**src/hdl/ecsm_pkg.sv**
```systemverilog
// ----------------------------------------------------------------------------
// ecsm_pkg
// Shared types and constants for the elliptic-curve scalar multiplier.
// ----------------------------------------------------------------------------
package ecsm_pkg;

    localparam int WORD_W = 32;

    // configuration register indexes
    localparam logic [0:0] REG_MODULUS = 1'b0;
    localparam logic [0:0] REG_CURVE_A = 1'b1;

    // field unit operations
    localparam logic [1:0] OP_MUL = 2'd0;
    localparam logic [1:0] OP_RED = 2'd1;
    localparam logic [1:0] OP_INV = 2'd2;

    typedef struct packed {
        logic [WORD_W-1:0] scalar;
        logic [WORD_W-1:0] point_x;
        logic [WORD_W-1:0] point_y;
        logic              point_at_infinity;
    } in_word_t;

    typedef struct packed {
        logic [WORD_W-1:0] result_x;
        logic [WORD_W-1:0] result_y;
        logic              result_at_infinity;
    } out_word_t;

endpackage

```
**src/hdl/ecsm_field_unit.sv**
```systemverilog
// ----------------------------------------------------------------------------
// ecsm_field_unit
// Bit-serial modular unit: multiply (shift-add), reduce, and inverse
// (binary extended Euclid). One bit step per cycle.
// ----------------------------------------------------------------------------
module ecsm_field_unit #(
    parameter int FB = 32
) (
    input  logic                clk,
    input  logic                rst_n,
    input  logic                start,
    input  logic [1:0]          op,
    input  logic [FB-1:0]       opa,
    input  logic [FB-1:0]       opb,
    input  logic [ecsm_pkg::WORD_W-1:0] wide_in,
    input  logic [FB-1:0]       p,
    output logic                done,
    output logic [FB-1:0]       res
);
    import ecsm_pkg::*;

    localparam int CW = $clog2(WORD_W + 1);

    logic          busy_reg, busy_next;
    logic [1:0]    op_reg, op_next;
    logic [CW-1:0] cnt_reg, cnt_next;
    logic [FB:0]   acc_reg, acc_next;
    logic [FB-1:0] a_reg, a_next;
    logic [WORD_W-1:0] b_reg, b_next;
    logic [FB:0]   u_reg, u_next, v_reg, v_next;
    logic [FB:0]   x1_reg, x1_next, x2_reg, x2_next;
    logic          done_reg, done_next;

    logic [FB+1:0] dbl, dbl_add, half1, half2;
    logic [FB+1:0] pe;
    logic [FB:0]   red_sh;

    assign pe = {2'b00, p};

    always_comb
    begin
        busy_next = busy_reg;
        op_next   = op_reg;
        cnt_next  = cnt_reg;
        acc_next  = acc_reg;
        a_next    = a_reg;
        b_next    = b_reg;
        u_next    = u_reg;
        v_next    = v_reg;
        x1_next   = x1_reg;
        x2_next   = x2_reg;
        done_next = 1'b0;
        dbl       = '0;
        dbl_add   = '0;
        half1     = '0;
        half2     = '0;
        red_sh    = '0;
        if (start)
        begin
            busy_next = 1'b1;
            op_next   = op;
            acc_next  = '0;
            a_next    = opa;
            cnt_next  = '0;
            case (op)
                OP_MUL: b_next = WORD_W'(opb) << (WORD_W - FB);
                OP_RED: b_next = wide_in;
                default: b_next = '0;
            endcase
            // inverse: u = a, v = p, x1 = 1, x2 = 0
            u_next  = {1'b0, opa};
            v_next  = {1'b0, p};
            x1_next = {{FB{1'b0}}, 1'b1};
            x2_next = '0;
        end
        else if (busy_reg)
        begin
            case (op_reg)
                OP_MUL, OP_RED:
                begin
                    // msb-first: acc = 2*acc + bit (times a), reduce
                    dbl = {acc_reg, 1'b0};
                    if (dbl >= pe) dbl = dbl - pe;
                    if (op_reg == OP_MUL)
                    begin
                        dbl_add = dbl + (b_reg[WORD_W-1] ? {2'b00, a_reg} : '0);
                    end
                    else
                    begin
                        dbl_add = dbl + {{(FB+1){1'b0}}, b_reg[WORD_W-1]};
                    end
                    if (dbl_add >= pe) dbl_add = dbl_add - pe;
                    acc_next = dbl_add[FB:0];
                    b_next   = {b_reg[WORD_W-2:0], 1'b0};
                    cnt_next = cnt_reg + 1'b1;
                    if (op_reg == OP_MUL ? (cnt_reg == CW'(FB - 1))
                                         : (cnt_reg == CW'(WORD_W - 1)))
                    begin
                        busy_next = 1'b0;
                        done_next = 1'b1;
                    end
                end
                OP_INV:
                begin
                    // binary extended gcd, x1*a = u, x2*a = v (mod p)
                    if (u_reg == '0 || v_reg == '0 || u_reg == {{FB{1'b0}}, 1'b1}
                        || v_reg == {{FB{1'b0}}, 1'b1})
                    begin
                        busy_next = 1'b0;
                        done_next = 1'b1;
                        if (u_reg == {{FB{1'b0}}, 1'b1})      acc_next = x1_reg;
                        else if (v_reg == {{FB{1'b0}}, 1'b1}) acc_next = x2_reg;
                        else                                  acc_next = '0;
                    end
                    else if (!u_reg[0])
                    begin
                        u_next = u_reg >> 1;
                        half1  = x1_reg[0] ? ({1'b0, x1_reg} + pe) : {1'b0, x1_reg};
                        x1_next = half1[FB+1:1];
                    end
                    else if (!v_reg[0])
                    begin
                        v_next = v_reg >> 1;
                        half2  = x2_reg[0] ? ({1'b0, x2_reg} + pe) : {1'b0, x2_reg};
                        x2_next = half2[FB+1:1];
                    end
                    else if (u_reg >= v_reg)
                    begin
                        u_next  = u_reg - v_reg;
                        x1_next = (x1_reg >= x2_reg) ? x1_reg - x2_reg
                                                     : x1_reg + p - x2_reg;
                    end
                    else
                    begin
                        v_next  = v_reg - u_reg;
                        x2_next = (x2_reg >= x1_reg) ? x2_reg - x1_reg
                                                     : x2_reg + p - x1_reg;
                    end
                end
                default:
                begin
                    busy_next = 1'b0;
                    done_next = 1'b1;
                end
            endcase
        end
        red_sh = acc_reg;
    end

    always_ff @(posedge clk or negedge rst_n)
    begin
        if (!rst_n)
        begin
            busy_reg <= 1'b0;
            done_reg <= 1'b0;
            op_reg   <= OP_MUL;
            cnt_reg  <= '0;
        end
        else
        begin
            busy_reg <= busy_next;
            done_reg <= done_next;
            op_reg   <= op_next;
            cnt_reg  <= cnt_next;
        end
    end

    always_ff @(posedge clk)
    begin
        acc_reg <= acc_next;
        a_reg   <= a_next;
        b_reg   <= b_next;
        u_reg   <= u_next;
        v_reg   <= v_next;
        x1_reg  <= x1_next;
        x2_reg  <= x2_next;
    end

    assign done = done_reg;
    assign res  = red_sh[FB-1:0];

endmodule

```
**config.mk**
```make
export PLATFORM = sky130hd
export DESIGN_NAME = ecsm_field_unit
export DESIGN_NICKNAME = d
export VERILOG_FILES = /design/src/hdl/ecsm_pkg.sv /design/src/hdl/ecsm_field_unit.sv
export SDC_FILE = /design/constraint.sdc
export NUM_CORES = 2
export LEC_CHECK = 0
export BUFFER_PORTS_ARGS = -buffer_cell sky130_fd_sc_hd__clkbuf_2
export CAP_MARGIN = 5
export CELL_PAD_IN_SITES_DETAIL_PLACEMENT = 1
export CELL_PAD_IN_SITES_GLOBAL_PLACEMENT = 1
export CORE_MARGIN = 2
export CORE_UTILIZATION = 52
export CTS_CLUSTER_DIAMETER = 40
export DETAILED_ROUTE_END_ITERATION = 7
export PLACE_DENSITY = 0.89
export SYNTH_ARGS = -nofsm -noshare
export SYNTH_HDL_FRONTEND = slang
export SYNTH_SLANG_ARGS = --single-unit
```
**constraint.sdc**
```tcl
create_clock -name clk -period 11.9 [get_ports clk]
set_clock_uncertainty 0.05 [all_clocks]
set_input_delay 2.38 -clock clk [delete_from_list [all_inputs] [get_ports clk]]
set_output_delay 2.38 -clock clk [all_outputs]
set_load 0.005 [all_outputs]
```
==> results.toml <==
[clock_tree]
cts_buffers = 61
cts_hold_buf = 0
clk_pin_slew_ps = 60
cts_root_buf = "clkbuf_16"
clock_latency_ps = 640
cts_resized = 0
cts_sinks = 239
cts_tree = "yes"
post_cts_buffers = 0
htreeDepth = 2
cts_max_path_buffers = 3

[yosys]
synthCells = 4322
synth_fp_nets = 4943
ys_dominant_reg_cell = "edfxtp_1"
synth_edf_count = 128
synth.largest_area_cell = "ha_1"
synth.area.top_cells = "ha_1, edfxtp_1, a21oi_1, dfxtp_1, xnor2_1"
ys_seq_elements = 239
yosysMostFrequentCell = "a21oi_1"
synth.distinct_cells = 98
async_reset_ff_share_pct = 4.18
yosysWarningCount = 0
synth_top_cell_area_share_pct = 15.5
syn-cell-area_um2 = 33600
synthTopCellsByCount = "a21oi_1, ha_1, inv_1, nor2_1, nand2_1"
synth_area_per_cell_um2 = 7.77
synth_seq_area_share_pct = 18.2

[die]
rows = 93
core-area_um2 = 64100
fp.dieH_um = 258
dieArea_um2 = 66600
initial_core_util_pct = 52.4
die_w_um = 258
pin_count = 166

[sta]
final_max_slew_viol_count = 0
slew_headroom_pct = 7.85
setup-violations-final = 0
period_share_pct = 91.3
fmax_ghz = 0.0921
fin_crit_ps = 10860
rsz0062_at_grt = "false"
hold_viol = 0
finalSetupTns_ps = 0
tightest_slew_ps = 1380

[critical_path]
crit_path_start = "p[1]"
cp_common_cell = "o21ai_0"
critPathRequiredTime_ps = 12370
slowest_stage = "a2111oi_1"
setup.worst_path.end = "acc_reg[21]$_SDFFE_PP0P_"
critical_path_arrival_ps = 11340
reg2regPathDepth = 29
worstSetupStartpointType = "input pin"
path_max_fanout = 31
crit_type = "in2reg"
r2r_start = "acc_reg[8]$_SDFFE_PP0P_"
r2r_slack_ps = 2800
reg2reg_to = "acc_reg[21]$_SDFFE_PP0P_"
critPathMaxStageDelay_ps = 980
end_kind = "flip-flop"

[placement]
gp_routability_congestion = 1.01
io_buffers = 165
dpl_cell_area_um2 = 35000
place_hpwl_um = 115000
dp.cells = 5172

[pwr]
power.density_nw_per_um2 = 265
peakVddDrop_uv = 175
finalPower_mw = 9.87
leakagePower_nw = 16.7

[flow_run]
drv_cap = 0

[routing]
ant_nets = 0
drt-pass1-iter-count = 6
via_per_inst = 6.79
drc = 0
post_drt_wl_per_cell_um = 28.5
drt-initial-drc-count = 3992
vias = 35900
routed_wl_um = 151000

[global_routing]
grt_max_degree = 159
antenna_found_initial = 12
grt_pass1_wl_um = 224000
grtUsageTotal_pct = 43.8
grt_remaining_overflow = 0
grt_pass1_vias = 35900

[finish]
design_area_um2 = 37200
syn_to_final_growth_pct = 10.9
final_cells = 5290
finalNetCount = 5001
fin_util_pct = 58.1
layout-drive-gt1-share_pct = 9.14

[worst_hold_path]
hold_path_class = "reg2reg"

[run_status]
status = "finished clean"
-- worst max-delay path: cells and delay by family --
family | cells | cell delay [ps]
AOI/OAI and AO/OA | 19 | 5190
adders and majority gates | 3 | 1210
and+or+nand+nor | 3 | 970
buffers and inverters | 3 | 710
muxes | 2 | 570
xor gates and xnor gates | 1 | 300
-- cell type report --
type / count / area (um^2)
flip-flops and latches: 239 / 6120
inverters: 401 / 1510
diodes: 4 / 10.0
fillers: 7932 / 26900
clock inverters: 49 / 648
clock buffers: 65 / 1580
multi-input cells: 3451 / 25000
repair buffers: 226 / 1310
well taps: 855 / 1070
-- routing by layer --
metal	share of wire [%]	wire [um]	global-route usage [%]
met5	0.067	101	0
met4	7.5	11300	28.1
met3	11	16600	11.0
met2	43	64800	67.1
met1	38	57900	55.0
-- logic make-up after synthesis --
kind of cell / Yosys count / synth area share, %
and+or+nand+nor: 1078 / 15.3
buffers and inverters: 632 / 7.48
muxes: 64 / 1.95
DFF: 239 / 18.2
AOI/OAI and AO/OA: 1511 / 29.2
xor gates and xnor gates: 310 / 8.09
adders and majority gates: 488 / 19.8
-- power by group --
part	internal, mW	switching [mW]	total, mW
clock	1.20	0.650	1.85
combinational	2.45	4.28	6.73
sequential	1.03	0.260	1.29
-- cells in the final DEF (no fill, tap or decap), drive strengths merged, types with 61 or more instances in the layout --
cell and instances:
dfxtp 101, ha 415, nand3 68, xnor2 215, a221oi 65, fa 73
a211oi 75, edfxtp 128, clkbuf 230, a21oi 482, nand2 309, inv 414
a21o 139, o21ai 301, xor2 95, nor2 314, nor3 75, buf 61
-- metrics by stage --
step           hold slack [ps]  worst slack, ps
6_report                   483             1040
5_1_grt                    491              353
4_1_cts                    470             1230
3_5_place_dp               462              654
3_3_place_gp               450              954
2_1_floorplan              410             2640
-- how the worst min path moves through the flow --
stage | to | cells past startpoint | startpoint | slack (ps)
finish | u_reg[32]$_SDFFE_PP0P_ | 2 | u_reg[32]$_SDFFE_PP0P_ | 480
global route | u_reg[32]$_SDFFE_PP0P_ | 2 | u_reg[32]$_SDFFE_PP0P_ | 490
CTS | u_reg[32]$_SDFFE_PP0P_ | 2 | u_reg[32]$_SDFFE_PP0P_ | 470
detailed placement | u_reg[32]$_SDFFE_PP0P_ | 2 | u_reg[32]$_SDFFE_PP0P_ | 460
global placement | u_reg[32]$_SDFFE_PP0P_ | 2 | u_reg[32]$_SDFFE_PP0P_ | 450
floorplan | acc_reg[28]$_SDFFE_PP0P_ | 2 | acc_reg[28]$_SDFFE_PP0P_ | 410
Power figures use the tool's default switching activity.
